File: src/hw/rtl/slcp_pkg.sv
// Shared types, character codes and helper functions of the serial-line CAN parser.
// Used by the top module, the front end, the queue and the back end; depends on nothing else.
package slcp_pkg;

   localparam int STD_ID_CHARS = 3;
   localparam int EXT_ID_CHARS = 8;

   localparam logic [7:0] CH_CR  = 8'h0D;
   localparam logic [7:0] CH_BEL = 8'h07;

   localparam logic [7:0] CMD_DATA_STD = 8'h74;
   localparam logic [7:0] CMD_DATA_EXT = 8'h54;
   localparam logic [7:0] CMD_RTR_STD  = 8'h72;
   localparam logic [7:0] CMD_RTR_EXT  = 8'h52;
   localparam logic [7:0] CMD_FD_STD   = 8'h64;
   localparam logic [7:0] CMD_FD_EXT   = 8'h44;
   localparam logic [7:0] CMD_BRS_STD  = 8'h62;
   localparam logic [7:0] CMD_BRS_EXT  = 8'h42;

   localparam logic [7:0] DLC_MAX_CLASSIC = 8'h08;
   localparam logic [7:0] DLC_MAX_FD      = 8'h0F;

   typedef enum logic [2:0] {
      KIND_DATA   = 3'd0,
      KIND_NODATA = 3'd1,
      KIND_ACK    = 3'd2,
      KIND_NACK   = 3'd3,
      KIND_REJECT = 3'd4
   } kind_type;

   typedef enum logic [1:0] {
      BK_IDLE,
      BK_HI,
      BK_LO,
      BK_OUT
   } back_state_type;

   // One unit of work handed from the front end to the back end.
   typedef struct packed {
      kind_type    kind;
      logic [31:0] frame_id;
      logic        ext;
      logic        rtr;
      logic        fd;
      logic        brs;
      logic [6:0]  count;
   } job_type;

   typedef struct packed {
      kind_type    kind;
      logic [31:0] frame_id;
      logic        ext;
      logic        rtr;
      logic        fd;
      logic        brs;
      logic [6:0]  count;
      logic [5:0]  index;
      logic [7:0]  data;
      logic        last;
   } result_type;

   // Hex digit value with no range check; every branch wraps modulo 256.
   function automatic logic [7:0] digit_of(input logic [7:0] c);
      logic [7:0] v;
      if (c >= 8'h61) begin
         v = c - 8'h57;
      end else if (c >= 8'h41) begin
         v = c - 8'h37;
      end else begin
         v = c - 8'h30;
      end
      return v;
   endfunction

   function automatic logic [6:0] dlc_len(input logic [3:0] d);
      logic [6:0] n;
      case (d)
         4'd9:    n = 7'd12;
         4'd10:   n = 7'd16;
         4'd11:   n = 7'd20;
         4'd12:   n = 7'd24;
         4'd13:   n = 7'd32;
         4'd14:   n = 7'd48;
         4'd15:   n = 7'd64;
         default: n = {3'b000, d};
      endcase
      return n;
   endfunction

endpackage

File: src/hw/rtl/slcp_if.sv
// Valid/ready channel interfaces for the received characters and the parser results.
// Depends on nothing; the payload widths follow the block's field list.
interface slcp_req_if;
   logic       valid;
   logic       ready;
   logic [7:0] rx_byte;

   modport source (output valid, output rx_byte, input ready);
   modport sink (input valid, input rx_byte, output ready);
endinterface

interface slcp_rsp_if;
   logic        valid;
   logic        ready;
   logic [2:0]  kind;
   logic [31:0] frame_id;
   logic        ext_id;
   logic        is_remote;
   logic        is_fd;
   logic        bit_rate_switch;
   logic [6:0]  byte_count;
   logic [5:0]  byte_index;
   logic [7:0]  data_byte;
   logic        last;

   modport source (output valid, output kind, output frame_id, output ext_id,
                   output is_remote, output is_fd, output bit_rate_switch,
                   output byte_count, output byte_index, output data_byte,
                   output last, input ready);
   modport sink (input valid, input kind, input frame_id, input ext_id,
                 input is_remote, input is_fd, input bit_rate_switch,
                 input byte_count, input byte_index, input data_byte,
                 input last, output ready);
endinterface

File: src/hw/rtl/slcan_line_to_can_frame_parser_unit.sv
// Serial-line CAN receive parser: characters on req, frame results on rsp.
// Depends on slcp_pkg, slcp_if, slcp_ram, slcp_front, slcp_queue and slcp_back.
//
// The req channel carries one received character per transaction. Characters that do
// not end a line cause no result and are taken one per cycle while req is not held off.
// A carriage return or a leading BEL ends the line and queues one job, unless the line
// is longer than LINE_MAX characters; any other BEL ends the line with no job. An
// acknowledge, failure, reject or no-data result goes from the job queue into the output
// register; the first byte of a frame with payload passes from the queue through the
// states BK_HI, BK_LO and BK_OUT first. Each data byte needs two reads of the line store
// RAM, and a frame with payload holds req off from its return while the store is read.
// Acknowledge, failure, reject and no-data results need no reads and pass through the
// two-entry job queue without holding req off unless the queue is full.
// When rsp stalls, the output register holds its transaction and the back end waits;
// the front end keeps taking characters until the queue fills or a payload frame
// holds req off. Reset empties the line, the queue and the output register; the line store
// itself is not cleared, since only characters of the current line are ever read back.
module slcan_line_to_can_frame_parser_unit import slcp_pkg::*; #(
   parameter int LINE_MAX = 139
) (
   input  logic       clock,
   input  logic       reset,
   slcp_req_if.sink   req,
   slcp_rsp_if.source rsp
);

   localparam int DEPTH  = LINE_MAX + 1;
   localparam int ADDR_W = $clog2(DEPTH);

   logic              push;
   job_type           push_job;
   logic              q_full;
   logic              pop;
   logic              head_valid;
   job_type           head_job;
   logic              done;
   logic              wr_en;
   logic [ADDR_W-1:0] wr_addr;
   logic [7:0]        wr_data;
   logic [ADDR_W-1:0] rd_addr;
   logic [7:0]        rd_data;

   slcp_ram #(
      .WIDTH (8),
      .DEPTH (DEPTH)
   ) u_line_store (
      .clock   (clock),
      .wr_en   (wr_en),
      .wr_addr (wr_addr),
      .wr_data (wr_data),
      .rd_addr (rd_addr),
      .rd_data (rd_data)
   );

   slcp_front #(
      .LINE_MAX (LINE_MAX)
   ) u_front (
      .clock    (clock),
      .reset    (reset),
      .req      (req),
      .done     (done),
      .q_full   (q_full),
      .push     (push),
      .push_job (push_job),
      .wr_en    (wr_en),
      .wr_addr  (wr_addr),
      .wr_data  (wr_data)
   );

   slcp_queue u_queue (
      .clock      (clock),
      .reset      (reset),
      .push       (push),
      .push_job   (push_job),
      .pop        (pop),
      .full       (q_full),
      .head_valid (head_valid),
      .head_job   (head_job)
   );

   slcp_back #(
      .LINE_MAX (LINE_MAX)
   ) u_back (
      .clock      (clock),
      .reset      (reset),
      .head_valid (head_valid),
      .head_job   (head_job),
      .pop        (pop),
      .rd_addr    (rd_addr),
      .rd_data    (rd_data),
      .done       (done),
      .rsp        (rsp)
   );

endmodule

File: src/hw/rtl/slcp_ram.sv
// Generic single-write, single-read RAM with a registered read port.
// Depends on nothing.
module slcp_ram #(
   parameter int WIDTH = 8,
   parameter int DEPTH = 140,
   localparam int AW = $clog2(DEPTH)
) (
   input  logic             clock,
   input  logic             wr_en,
   input  logic [AW-1:0]    wr_addr,
   input  logic [WIDTH-1:0] wr_data,
   input  logic [AW-1:0]    rd_addr,
   output logic [WIDTH-1:0] rd_data
);

   logic [WIDTH-1:0] mem_ff [DEPTH];
   logic [WIDTH-1:0] rd_data_ff;

   always_ff @(posedge clock) begin
      if (wr_en) begin
         mem_ff[wr_addr] <= wr_data;
      end
      rd_data_ff <= mem_ff[rd_addr];
   end

   assign rd_data = rd_data_ff;

endmodule

File: src/hw/rtl/slcp_front.sv
// Front end: takes characters, fills the line store and decodes the header on the fly.
// Depends on slcp_pkg and slcp_req_if; pushes at most one job per finished line into the queue.
module slcp_front import slcp_pkg::*; #(
   parameter int LINE_MAX = 139,
   localparam int CNT_W  = $clog2(LINE_MAX + 2),
   localparam int ADDR_W = $clog2(LINE_MAX + 1),
   localparam int CMP_W  = CNT_W + 1
) (
   input  logic              clock,
   input  logic              reset,
   slcp_req_if.sink          req,
   input  logic              done,
   input  logic              q_full,
   output logic              push,
   output job_type           push_job,
   output logic              wr_en,
   output logic [ADDR_W-1:0] wr_addr,
   output logic [7:0]        wr_data
);

   logic [CNT_W-1:0] count_ff, count_in;
   logic             busy_ff, busy_in;
   logic             cmd_ok_ff, cmd_ok_in;
   logic             ext_ff, ext_in;
   logic             rtr_ff, rtr_in;
   logic             fd_ff, fd_in;
   logic             brs_ff, brs_in;
   logic [31:0]      id_ff, id_in;
   logic [7:0]       dlc_ff, dlc_in;

   logic             accept;
   logic             drop;
   logic [7:0]       dig;
   logic [CNT_W-1:0] idl;
   logic [CMP_W-1:0] len_c;
   logic [CMP_W-1:0] need_hdr;
   logic [CMP_W-1:0] need_all;
   logic [6:0]       cnt;
   logic             bad_dlc;
   job_type          eval_job;
   job_type          plain_job;

   assign req.ready = !busy_ff && !q_full;
   assign accept    = req.valid && req.ready;
   assign drop      = count_ff > CNT_W'(LINE_MAX);
   assign dig       = digit_of(req.rx_byte);
   assign idl       = ext_ff ? CNT_W'(EXT_ID_CHARS) : CNT_W'(STD_ID_CHARS);

   assign wr_en   = accept && !drop;
   assign wr_addr = count_ff[ADDR_W-1:0];
   assign wr_data = req.rx_byte;

   // The header registers are complete by the time a return reaches a line that is
   // long enough; shorter lines are rejected before their contents matter.
   always_comb begin
      len_c    = CMP_W'(count_ff);
      need_hdr = CMP_W'(idl) + CMP_W'(2);
      cnt      = dlc_len(dlc_ff[3:0]);
      need_all = need_hdr + CMP_W'({cnt, 1'b0});
      bad_dlc  = fd_ff ? (dlc_ff > DLC_MAX_FD) : (dlc_ff > DLC_MAX_CLASSIC);

      plain_job      = '0;
      plain_job.kind = KIND_REJECT;

      eval_job          = plain_job;
      if (cmd_ok_ff && (len_c >= need_hdr) && !bad_dlc) begin
         eval_job.frame_id = id_ff;
         eval_job.ext      = ext_ff;
         eval_job.rtr      = rtr_ff;
         eval_job.fd       = fd_ff;
         eval_job.brs      = brs_ff;
         eval_job.count    = cnt;
         if (rtr_ff || (cnt == 7'd0)) begin
            eval_job.kind = KIND_NODATA;
         end else if (len_c < need_all) begin
            eval_job = plain_job;
         end else begin
            eval_job.kind = KIND_DATA;
         end
      end

      push     = 1'b0;
      push_job = plain_job;
      count_in = count_ff;
      if (accept) begin
         if (drop) begin
            count_in = '0;
         end else if (req.rx_byte == CH_CR) begin
            count_in = '0;
            push     = 1'b1;
            if (count_ff == '0) begin
               push_job.kind = KIND_ACK;
            end else begin
               push_job = eval_job;
            end
         end else if (req.rx_byte == CH_BEL) begin
            count_in      = '0;
            push          = (count_ff == '0);
            push_job.kind = KIND_NACK;
         end else begin
            count_in = count_ff + CNT_W'(1);
         end
      end

      busy_in = busy_ff;
      if (push && (push_job.kind == KIND_DATA)) begin
         busy_in = 1'b1;
      end else if (done) begin
         busy_in = 1'b0;
      end
   end

   always_comb begin
      cmd_ok_in = cmd_ok_ff;
      ext_in    = ext_ff;
      rtr_in    = rtr_ff;
      fd_in     = fd_ff;
      brs_in    = brs_ff;
      id_in     = id_ff;
      dlc_in    = dlc_ff;
      if (accept && !drop) begin
         if (count_ff == '0) begin
            cmd_ok_in = 1'b1;
            ext_in    = 1'b0;
            rtr_in    = 1'b0;
            fd_in     = 1'b0;
            brs_in    = 1'b0;
            id_in     = '0;
            case (req.rx_byte)
               CMD_DATA_STD: ;
               CMD_DATA_EXT: ext_in = 1'b1;
               CMD_RTR_STD:  rtr_in = 1'b1;
               CMD_RTR_EXT: begin
                  ext_in = 1'b1;
                  rtr_in = 1'b1;
               end
               CMD_FD_STD:   fd_in = 1'b1;
               CMD_FD_EXT: begin
                  ext_in = 1'b1;
                  fd_in  = 1'b1;
               end
               CMD_BRS_STD: begin
                  fd_in  = 1'b1;
                  brs_in = 1'b1;
               end
               CMD_BRS_EXT: begin
                  ext_in = 1'b1;
                  fd_in  = 1'b1;
                  brs_in = 1'b1;
               end
               default:      cmd_ok_in = 1'b0;
            endcase
         end else if (count_ff <= idl) begin
            id_in = {id_ff[27:0], 4'h0} + {24'h000000, dig};
         end else if (count_ff == idl + CNT_W'(1)) begin
            dlc_in = dig;
         end
      end
   end

   always_ff @(posedge clock) begin
      if (reset) begin
         count_ff <= '0;
         busy_ff  <= 1'b0;
      end else begin
         count_ff <= count_in;
         busy_ff  <= busy_in;
      end
   end

   always_ff @(posedge clock) begin
      cmd_ok_ff <= cmd_ok_in;
      ext_ff    <= ext_in;
      rtr_ff    <= rtr_in;
      fd_ff     <= fd_in;
      brs_ff    <= brs_in;
      id_ff     <= id_in;
      dlc_ff    <= dlc_in;
   end

endmodule

File: src/hw/rtl/slcp_queue.sv
// Two-entry job queue between the front end and the back end.
// Depends on slcp_pkg for the job type.
module slcp_queue import slcp_pkg::*; (
   input  logic    clock,
   input  logic    reset,
   input  logic    push,
   input  job_type push_job,
   input  logic    pop,
   output logic    full,
   output logic    head_valid,
   output job_type head_job
);

   job_type    entry_ff [2];
   logic       wr_ptr_ff, wr_ptr_in;
   logic       rd_ptr_ff, rd_ptr_in;
   logic [1:0] fill_ff, fill_in;

   assign full       = (fill_ff == 2'd2);
   assign head_valid = (fill_ff != 2'd0);
   assign head_job   = entry_ff[rd_ptr_ff];

   always_comb begin
      wr_ptr_in = push ? !wr_ptr_ff : wr_ptr_ff;
      rd_ptr_in = pop ? !rd_ptr_ff : rd_ptr_ff;
      fill_in   = fill_ff + {1'b0, push} - {1'b0, pop};
   end

   always_ff @(posedge clock) begin
      if (reset) begin
         wr_ptr_ff <= 1'b0;
         rd_ptr_ff <= 1'b0;
         fill_ff   <= 2'd0;
      end else begin
         wr_ptr_ff <= wr_ptr_in;
         rd_ptr_ff <= rd_ptr_in;
         fill_ff   <= fill_in;
      end
   end

   always_ff @(posedge clock) begin
      if (push) begin
         entry_ff[wr_ptr_ff] <= push_job;
      end
   end

endmodule

File: src/hw/rtl/slcp_back.sv
// Back end: turns queued jobs into results, reading data digit pairs from the line store.
// Depends on slcp_pkg and slcp_rsp_if; owns the output register of the result channel.
module slcp_back import slcp_pkg::*; #(
   parameter int LINE_MAX = 139,
   localparam int ADDR_W = $clog2(LINE_MAX + 1)
) (
   input  logic              clock,
   input  logic              reset,
   input  logic              head_valid,
   input  job_type           head_job,
   output logic              pop,
   output logic [ADDR_W-1:0] rd_addr,
   input  logic [7:0]        rd_data,
   output logic              done,
   slcp_rsp_if.source        rsp
);

   back_state_type    state_ff, state_in;
   job_type           job_ff, job_in;
   logic [5:0]        idx_ff, idx_in;
   logic [ADDR_W-1:0] addr_ff;
   logic [7:0]        hi_ff, hi_in;
   logic [7:0]        byte_ff, byte_in;
   logic              out_valid_ff, out_valid_in;
   result_type        out_ff, out_in;

   logic              out_free;
   logic              is_last;
   logic [ADDR_W-1:0] base;

   assign out_free = !out_valid_ff || rsp.ready;
   assign is_last  = ({1'b0, idx_ff} + 7'd1) == job_ff.count;
   assign base     = head_job.ext ? ADDR_W'(EXT_ID_CHARS + 2) : ADDR_W'(STD_ID_CHARS + 2);

   always_comb begin
      state_in = state_ff;
      case (state_ff)
         BK_IDLE: begin
            if (head_valid && (head_job.kind == KIND_DATA)) begin
               state_in = BK_HI;
            end
         end
         BK_HI:  state_in = BK_LO;
         BK_LO:  state_in = BK_OUT;
         BK_OUT: begin
            if (out_free) begin
               state_in = is_last ? BK_IDLE : BK_HI;
            end
         end
         default: state_in = BK_IDLE;
      endcase
   end

   always_comb begin
      pop          = 1'b0;
      done         = 1'b0;
      rd_addr      = addr_ff;
      job_in       = job_ff;
      idx_in       = idx_ff;
      hi_in        = hi_ff;
      byte_in      = byte_ff;
      out_valid_in = out_valid_ff && !rsp.ready;
      out_in       = out_ff;
      case (state_ff)
         BK_IDLE: begin
            rd_addr = base;
            if (head_valid && (head_job.kind == KIND_DATA)) begin
               pop    = 1'b1;
               job_in = head_job;
               idx_in = '0;
            end else if (head_valid && out_free) begin
               pop             = 1'b1;
               out_valid_in    = 1'b1;
               out_in.kind     = head_job.kind;
               out_in.frame_id = head_job.frame_id;
               out_in.ext      = head_job.ext;
               out_in.rtr      = head_job.rtr;
               out_in.fd       = head_job.fd;
               out_in.brs      = head_job.brs;
               out_in.count    = head_job.count;
               out_in.index    = '0;
               out_in.data     = '0;
               out_in.last     = 1'b1;
            end
         end
         BK_HI: begin
            hi_in   = digit_of(rd_data);
            rd_addr = addr_ff + ADDR_W'(1);
         end
         BK_LO: begin
            byte_in = {hi_ff[3:0], 4'h0} + digit_of(rd_data);
         end
         BK_OUT: begin
            if (out_free) begin
               out_valid_in    = 1'b1;
               out_in.kind     = KIND_DATA;
               out_in.frame_id = job_ff.frame_id;
               out_in.ext      = job_ff.ext;
               out_in.rtr      = job_ff.rtr;
               out_in.fd       = job_ff.fd;
               out_in.brs      = job_ff.brs;
               out_in.count    = job_ff.count;
               out_in.index    = idx_ff;
               out_in.data     = byte_ff;
               out_in.last     = is_last;
               idx_in          = idx_ff + 6'd1;
               done            = is_last;
               rd_addr         = addr_ff + ADDR_W'(1);
            end
         end
         default: ;
      endcase
   end

   always_ff @(posedge clock) begin
      if (reset) begin
         state_ff     <= BK_IDLE;
         out_valid_ff <= 1'b0;
      end else begin
         state_ff     <= state_in;
         out_valid_ff <= out_valid_in;
      end
   end

   // The address register follows the read address, so a stalled read repeats itself.
   always_ff @(posedge clock) begin
      job_ff  <= job_in;
      idx_ff  <= idx_in;
      addr_ff <= rd_addr;
      hi_ff   <= hi_in;
      byte_ff <= byte_in;
      out_ff  <= out_in;
   end

   assign rsp.valid           = out_valid_ff;
   assign rsp.kind            = out_ff.kind;
   assign rsp.frame_id        = out_ff.frame_id;
   assign rsp.ext_id          = out_ff.ext;
   assign rsp.is_remote       = out_ff.rtr;
   assign rsp.is_fd           = out_ff.fd;
   assign rsp.bit_rate_switch = out_ff.brs;
   assign rsp.byte_count      = out_ff.count;
   assign rsp.byte_index      = out_ff.index;
   assign rsp.data_byte       = out_ff.data;
   assign rsp.last            = out_ff.last;

endmodule
File: src/flat_wrapper.sv
// flat-port wrapper written by rule: the top's interface ports become plain ports
module slcan_line_to_can_frame_parser_unit_flat import slcp_pkg::*;
#(
   parameter int LINE_MAX = 139
)
  (clock, reset, req_valid, req_rx_byte, req_ready, rsp_valid, rsp_kind, rsp_frame_id, rsp_ext_id, rsp_is_remote, rsp_is_fd, rsp_bit_rate_switch, rsp_byte_count, rsp_byte_index, rsp_data_byte, rsp_last, rsp_ready);
  slcp_req_if req_i ();
  slcp_rsp_if rsp_i ();
  input  logic clock;
  input  logic reset;
  input wire logic [$bits(req_i.valid)-1:0] req_valid;
  input wire logic [$bits(req_i.rx_byte)-1:0] req_rx_byte;
  output wire logic [$bits(req_i.ready)-1:0] req_ready;
  output wire logic [$bits(rsp_i.valid)-1:0] rsp_valid;
  output wire logic [$bits(rsp_i.kind)-1:0] rsp_kind;
  output wire logic [$bits(rsp_i.frame_id)-1:0] rsp_frame_id;
  output wire logic [$bits(rsp_i.ext_id)-1:0] rsp_ext_id;
  output wire logic [$bits(rsp_i.is_remote)-1:0] rsp_is_remote;
  output wire logic [$bits(rsp_i.is_fd)-1:0] rsp_is_fd;
  output wire logic [$bits(rsp_i.bit_rate_switch)-1:0] rsp_bit_rate_switch;
  output wire logic [$bits(rsp_i.byte_count)-1:0] rsp_byte_count;
  output wire logic [$bits(rsp_i.byte_index)-1:0] rsp_byte_index;
  output wire logic [$bits(rsp_i.data_byte)-1:0] rsp_data_byte;
  output wire logic [$bits(rsp_i.last)-1:0] rsp_last;
  input wire logic [$bits(rsp_i.ready)-1:0] rsp_ready;
  assign req_i.valid = req_valid;
  assign req_i.rx_byte = req_rx_byte;
  assign req_ready = req_i.ready;
  assign rsp_valid = rsp_i.valid;
  assign rsp_kind = rsp_i.kind;
  assign rsp_frame_id = rsp_i.frame_id;
  assign rsp_ext_id = rsp_i.ext_id;
  assign rsp_is_remote = rsp_i.is_remote;
  assign rsp_is_fd = rsp_i.is_fd;
  assign rsp_bit_rate_switch = rsp_i.bit_rate_switch;
  assign rsp_byte_count = rsp_i.byte_count;
  assign rsp_byte_index = rsp_i.byte_index;
  assign rsp_data_byte = rsp_i.data_byte;
  assign rsp_last = rsp_i.last;
  assign rsp_i.ready = rsp_ready;
  slcan_line_to_can_frame_parser_unit #(.LINE_MAX(LINE_MAX)) u_core (.clock(clock), .reset(reset), .req(req_i), .rsp(rsp_i));
endmodule
File: config.mk
export PLATFORM = sky130hd
export DESIGN_NAME = slcan_line_to_can_frame_parser_unit_flat
export DESIGN_NICKNAME = d
export VERILOG_FILES = /design/src/hw/rtl/slcp_pkg.sv /design/src/hw/rtl/slcp_if.sv /design/src/hw/rtl/slcan_line_to_can_frame_parser_unit.sv /design/src/hw/rtl/slcp_ram.sv /design/src/hw/rtl/slcp_front.sv /design/src/hw/rtl/slcp_queue.sv /design/src/hw/rtl/slcp_back.sv /design/src/flat_wrapper.sv
export SDC_FILE = /design/constraint.sdc
export NUM_CORES = 2
export LEC_CHECK = 0
export ABC_AREA = 1
export ABC_CLOCK_PERIOD_IN_PS = 6300
export BUFFER_PORTS_ARGS = -buffer_cell sky130_fd_sc_hd__buf_4
export CAP_MARGIN = 20
export CORE_MARGIN = 4
export CORE_UTILIZATION = 25
export CTS_BUF_LIST = sky130_fd_sc_hd__clkbuf_4
export DETAILED_ROUTE_END_ITERATION = 16
export PLACE_DENSITY = 0.4
export SYNTH_ARGS = -nofsm -noshare
export SYNTH_HDL_FRONTEND = slang
export SYNTH_SLANG_ARGS = --single-unit
export TNS_END_PERCENT = 30
File: constraint.sdc
create_clock -name clock -period 6.3 [get_ports clock]
set_clock_uncertainty 0.1 [all_clocks]
set_input_delay 0.945 -clock clock [delete_from_list [all_inputs] [get_ports clock]]
set_output_delay 0.945 -clock clock [all_outputs]
set_load 0.1 [all_outputs]
==> After elaboration in Yosys (flattened, before gate mapping) <==
Memories as Yosys holds them, arrays and structs flattened. A register that Yosys moved wholly into a read port is not among the register bits.
Cells that the tools add are included.
{ "totals": {"mem_count": 2, "regBits": 191, "ramBits": 1212, "out_inout_bits": 63} }
{ "op_classes": {"reduce_logical": 40, "n_eq_ne": 27, "bitwise_logic": 2, "n_mux": 64, "n_lt_le_gt_ge": 10, "n_addsub": 17} }
{ "mem_list": {"columns": ["memory", "depth", "width", "read_ports", "rd_clocked_by_memory_dff", "write_ports", "line", "source"], "rows": [
  ["u_core.u_line_store.mem_ff", 140, 8, 1, 1, 1, "slcp_ram.sv:16", "logic [WIDTH-1:0] mem_ff [DEPTH];"],
  ["u_core.u_queue.entry_ff", 2, 46, 1, 1, 1, "slcp_queue.sv:14", "job_type entry_ff [2];"]
]} }
{ "ops": {"columns": ["operator", "count"], "rows": [
  ["61-bit 2-to-1 mux", 3],
  ["43-bit 2-to-1 mux", 4],
  ["46-bit 2-to-1 mux", 3],
  ["61-bit one-hot mux with 2 select lines", 1],
  ["8-bit 2-to-1 mux", 9],
  ["8-bit by 7-bit == test with 1-bit output, second input constant", 8],
  ["7-bit one-hot mux with 7 select lines", 1],
  ["32-bit by 8-bit adder with 32-bit output", 1],
  ["8-bit by 7-bit >= comparator with 1-bit output, second input constant", 4],
  ["32-bit 2-to-1 mux", 1],
  ["8-bit by 6-bit subtractor with 8-bit output, second input constant", 4],
  ["4-bit == test, second input constant", 7],
  ["1-bit 2-to-1 mux", 27],
  ["8-bit one-hot mux with 3 select lines", 1],
  ["8-bit by 1-bit adder with 8-bit output, second input constant", 2],
  ["8-bit by 4-bit > comparator with 1-bit output, second input constant", 2],
  ["8-bit by 7-bit subtractor with 8-bit output, second input constant", 2],
  ["3-bit 2-to-1 mux", 5],
  ["6-bit 2-to-1 mux", 2],
  ["6-bit one-hot mux with 2 select lines", 1],
  ["5-bit by 8-bit adder with 9-bit output", 1],
  ["1-bit logical AND", 9],
  ["8-bit by 9-bit less-than comparator with 1-bit output", 1],
  ["8-bit adder", 1],
  ["other kinds (34)", 60]
]} }

==> Depth between registers and ports, before layout <==
{ "logic_depth": {"depth_word": 14, "depth_mapped": 27} }

==> Hierarchy <==
Synthesis repeated with hierarchy kept, for this count alone.
{ "hier_totals": {"hier_cells": 5182, "hier_area_um2": 59776.1} }
{ "by_module_without_submodules": {"columns": ["module", "area_per_inst_um2", "instances", "cells_each", "seq_area_each_um2"], "rows": [
  ["slcp_ram", 45717.6, 1, 3846, 33792.4],
  ["slcp_back", 5760.5, 1, 529, 3883.7],
  ["slcp_front", 4551.9, 1, 633, 1531.5],
  ["slcp_queue", 3746.1, 1, 174, 2862.7]
]} }

==> Worst setup path before layout <==
OpenSTA, ideal clock, no wires.
{ "synth_timing": {"path_type": "reg2reg", "from": "register u_core.u_queue.fill_ff[0]", "to": "memory u_core.u_queue.entry_ff[0][0] in the netlist's numbering (enable)", "setup_ps": 450, "slack_ps": 1025, "stages_incl_launch_ff": 7, "required_time_ps": 5750, "path_buffers": 0, "t_arrival_ps": 4726, "cell_sequence": "dfxtp_1 > inv_1 > a21oi_1 > nand3_1 > inv_2 > o211ai_1 > nor2_1"} }
{ "synth_between": {"elab_chain_len": 7} }
{ "synth_lines": {"columns": ["element", "line", "source"], "rows": [
  ["start, declared", "slcp_queue.sv:17", "logic [1:0] fill_ff, fill_in;"],
  ["start signal, assigned", "slcp_queue.sv:37", "fill_ff <= fill_in;"],
  ["2-bit == test", "slcp_queue.sv:19", "assign full = (fill_ff == 2'd2);"],
  ["1-bit logical NOT", "slcp_front.sv:43", "assign req.ready = !busy_ff && !q_full;"],
  ["1-bit logical AND", "slcp_front.sv:43", null],
  ["net req_ready", "flat_wrapper.sv:13", "output wire logic [$bits(req_i.ready)-1:0] req_ready;"],
  ["1-bit logical AND", "slcp_front.sv:44", "assign accept = req.valid && req.ready;"],
  ["1-bit 2-to-1 mux", "slcp_front.sv:85", "if (accept) begin"],
  ["1-bit 2-to-1 mux", "slcp_queue.sv:42", "if (push) begin"],
  ["1-bit 2-to-1 mux (not written as such)", "slcp_queue.sv:43", "entry_ff[wr_ptr_ff] <= push_job;"],
  ["end, declared", "slcp_queue.sv:14", null]
]} }
The timed path passes the listed nets, and every way through them passes these cells.

==> Worst setup path after layout <==
{ "layout_timing": {"from": "register u_core.u_back.state_ff[0]", "to": "register u_core.u_line_store.rd_data_ff[1] (netlist: u_core.u_line_store.rd_data[1]) (read register of u_core.u_line_store.mem_ff)"} }
{ "layout_between": {"elab_chain_len": 2} }
{ "layout_lines": {"columns": ["element", "line", "source"], "rows": [
  ["start, declared", "slcp_back.sv:18", "back_state_type state_ff, state_in;"],
  ["start signal, assigned", "slcp_back.sv:120", "state_ff <= state_in;"],
  ["2-bit == test, or another cell as far along", "slcp_back.sv:64", "case (state_ff)"],
  ["8-bit one-hot mux with 3 select lines (*)", "slcp_back.sv:64", null],
  ["end, declared", "slcp_ram.sv:17", "logic [WIDTH-1:0] rd_data_ff;"]
]} }
Every way passes the cells marked *; elsewhere a longest branch is shown, timed or not.
A chain may end at the register's enable or synchronous reset.

==> impl_metrics.env <==
export IMPL_dpl_instance_area_um2=65100
export IMPL_rsz0062_at_grt="no"
export IMPL_grt_max_degree=179
export IMPL_holdPathStages=2
export IMPL_die_w_um=503
export IMPL_total_power_mw=34.7
export IMPL_yosysWarnings=0
export IMPL_clock_latency_ns=1.34
export IMPL_crit_path_start_kind="register"
export IMPL_antenna_left=0
export IMPL_cp_end_kind="register"
export IMPL_cts_buffers=409
export IMPL_grt_first_pass_wirelength_um=288000
export IMPL_vdd_drop_max_mv=0.664
export IMPL_fp_dieH_um=503
export IMPL_ys_ff_latch=1412
export IMPL_gp_congestion=0.780
export IMPL_setup_violations=0
export IMPL_async_flop_share_pct=0
export IMPL_multi_input_area_um2=16200
export IMPL_maxCapViolations=0
export IMPL_min_path_type="input port to register"
export IMPL_max_stage_delay_ns=0.84
export IMPL_wl_um=195000
export IMPL_syn2layout_area_growth_pct=14.8
export IMPL_fmax_mhz=206
export IMPL_yosysMostFrequentCell="nand2_1"
export IMPL_slowest_stage="ha_1"
export IMPL_placed_cells=8617
export IMPL_core_um2=243000
export IMPL_seq_area_frac_synth_pct=68.8
export IMPL_start_util_pct=25.1
export IMPL_hold_buffers=12
export IMPL_cp_cell_sequence="ha_1 -> nand2_2 -> nand2_4 -> nand3b_4 -> nand2_8 -> buf_12 -> nand2_1 -> nand2_1 -> nand2_1 -> nand3_1 -> nand3_1 -> nand3_1 -> nand3_1 -> nand3_1 -> nand3_1 -> nand2_1"
export IMPL_r2r_start="u_core.u_back.state_ff[0]"
export IMPL_p_leak_nw=26.7
export IMPL_hold_ws_ns=0.332
export IMPL_worst_r2r_endpoint="u_core.u_line_store.rd_data[1]"
export IMPL_n_fill_cell=25500
export IMPL_synth_edf_count=1379
export IMPL_ctsRootBufferMaster="clkbuf_4"
export IMPL_vias=42600
export IMPL_drc=0
export IMPL_ys_top_cells_by_count="nand2_1 (1607), edfxtp_1 (1379), nand3_1 (1061)"
export IMPL_cp_required_ns=7.51
export IMPL_wl_per_cell_um=20.9
export IMPL_synth_top_area_share_pct=67.7
export IMPL_holdPathEnd="u_core.u_line_store.mem_ff[133][5]"
export IMPL_grt_pass1_vias=42800
export IMPL_period_minus_slack_ns=4.84
export IMPL_max_slew_margin_rel_pct=18.2
export IMPL_pre_cts_ws_ns=0.817
export IMPL_run_status="completed"
export IMPL_worstPathArrival_ns=6.06
export IMPL_path_max_fanout=127
export IMPL_drive_above_1_share_pct=13.6
export IMPL_ys_flop_type="edfxtp_1"
export IMPL_dieArea_um2=253000
export IMPL_worst_slew_pin_slew_ns=1.23
export IMPL_cts_setup_buffers=0
export IMPL_drt_iter0_markers=3649
export IMPL_hold_viol=0
export IMPL_hp_start="req_rx_byte[5]"
export IMPL_postSynthCellCount=5596
export IMPL_grt_overflow=0
export IMPL_cts_sinks=1412
export IMPL_viasPerCell=4.57
export IMPL_dr_pass1_iters=7
export IMPL_io_buffers=74
export IMPL_cpMostUsedCell="nand3_1"
export IMPL_synth_cell_types=52
export IMPL_r2r_cells=16
export IMPL_nets=5905
export IMPL_fin_area_um2=70200
export IMPL_cts_htree_levels=5
export IMPL_hpwl_um=109000
export IMPL_crit_buf_inv=1
export IMPL_ios=75
export IMPL_regToRegSetupSlack_ns=1.46
export IMPL_avgSynthCellArea_um2=10.9
export IMPL_synth_fp_nets=5662
export IMPL_yosysTopAreaCell="edfxtp_1"
export IMPL_tns_ns=0
export IMPL_cp_depth=16
export IMPL_grt_total_usage_pct=15.2
export IMPL_fin_crit_sh_pct=76.9
export IMPL_antenna_found_initial=10
export IMPL_instances_no_fill=9325
export IMPL_critPathTopFamily="simple AND/OR/NAND/NOR gates"
export IMPL_fp_row_count=181
export IMPL_power_density_nw_per_um2=494
export IMPL_maxSlewViolCount=0
export IMPL_cts_resized_gates=0
export IMPL_path_clk_slew_ns=0.07
export IMPL_crit_type="register to register"
export IMPL_yosys_top_cells_area="edfxtp_1 (68%), nand2_1 (9.9%), nand3_1 (8.7%)"
export IMPL_setup_ws_ns=1.46
export IMPL_cts_buffer_depth=4
export IMPL_cts_tree="yes"
export IMPL_utilization_pct=28.9
export IMPL_ff_latch_area_um2=42100
export IMPL_synthesis_area_um2=61100
worst max path at each step:
| stage | to | slack, ns | from |
|---|---|---|---|
| floorplan | u_core.u_queue.entry_ff[0][0] | 1.02 | u_core.u_queue.fill_ff[0] |
| global placement | u_core.u_front.id_ff[30] | 0.77 | req_rx_byte[6] |
| detailed placement | u_core.u_front.id_ff[30] | 0.82 | req_rx_byte[6] |
| CTS | u_core.u_line_store.rd_data[1] | 1.41 | u_core.u_back.state_ff[0] |
| global route | u_core.u_line_store.rd_data[3] | 1.06 | u_core.u_back.state_ff[1] |
| finish | u_core.u_line_store.rd_data[1] | 1.46 | u_core.u_back.state_ff[0] |
where the power goes:
group / internal [mW] / leakage, nW / switching (mW)
clock: 4.43 / 2.96 / 3.94
sequential: 10.9 / 13.0 / 0.260
combinational: 3.74 / 10.7 / 11.4
total: 19.1 / 26.7 / 15.6
registers in the layout, summed over array words and instances, names as in the netlist, 4 cells and up, named ones only:
signal                        count
u_core.u_back.addr_ff             8
u_core.u_back.idx_ff              6
u_core.u_back.rsp.data_byte       8
u_core.u_front.wr_addr            8
u_core.u_front.id_ff             32
u_core.u_back.rsp.frame_id       32
u_core.u_back.rsp.byte_count      7
u_core.u_front.dlc_ff             8
u_core.u_back.hi_ff               4
u_core.u_back.rsp.byte_index      6
u_core.u_line_store.rd_data       8
u_core.u_back.job_ff             43
u_core.u_line_store.mem_ff     1120
u_core.u_back.byte_ff             8
u_core.u_queue.entry_ff          92
metal layers:
metal  wire length, um  track usage, %  vias to the layer above
met1             86100            19.9                    20800
met4              6090            5.43                        0
met5                 0               0                        -
met2             92700            25.1                     1220
met3             10000            2.73                      344
li1                  -               -                    20200
cell usage in the layout, fill, tap and decap left out, types with 6 or more instances in the layout:
cell type and instances:
a21oi_1 106, a31oi_1 42, buf_12 22, buf_4 126
buf_6 8, clkbuf_4 615, clkinv_1 61, dfxtp_1 32
diode_2 11, dlygate4sd3_1 12, edfxtp_1 1379, ha_1 52
inv_1 329, inv_2 12, nand2_1 1607, nand3_1 1055
nand3_2 7, nand4_1 16, nor2_1 273, nor3_1 62
nor4_1 8, o211ai_1 68, o21ai_0 103, o21ai_1 9
o22ai_1 9, xnor2_1 6, xor2_1 24
cells by family (layout without fill, tap and decap cells):
group                      count (synthesis)  after routing  synth area share (%)
xor gates and xnor gates                  30             30                 0.430
and+or+nand+nor                         3058           3058                  21.3
muxes                                      3              3                0.0491
buffers and inverters                    681           1197                  4.85
adders and majority gates                 54             54                  1.13
AOI/OAI and AO/OA                        358            358                  3.40
DFF                                     1412           1412                  68.8
other                                      0             11                     0
final cells by class:
| cell class | instances | area share [%] |
|---|---|---|
| multi-input cells | 3503 | 23.1 |
| clock buffers | 615 | 6.58 |
| repair buffers | 171 | 2.32 |
| diodes | 11 | 0.0392 |
| clock inverters | 69 | 0.428 |
| well taps | 3202 | 5.71 |
| inverters | 342 | 1.86 |
| flip-flops and latches | 1412 | 59.9 |
No activity file was read; power rests on OpenSTA's default activity.
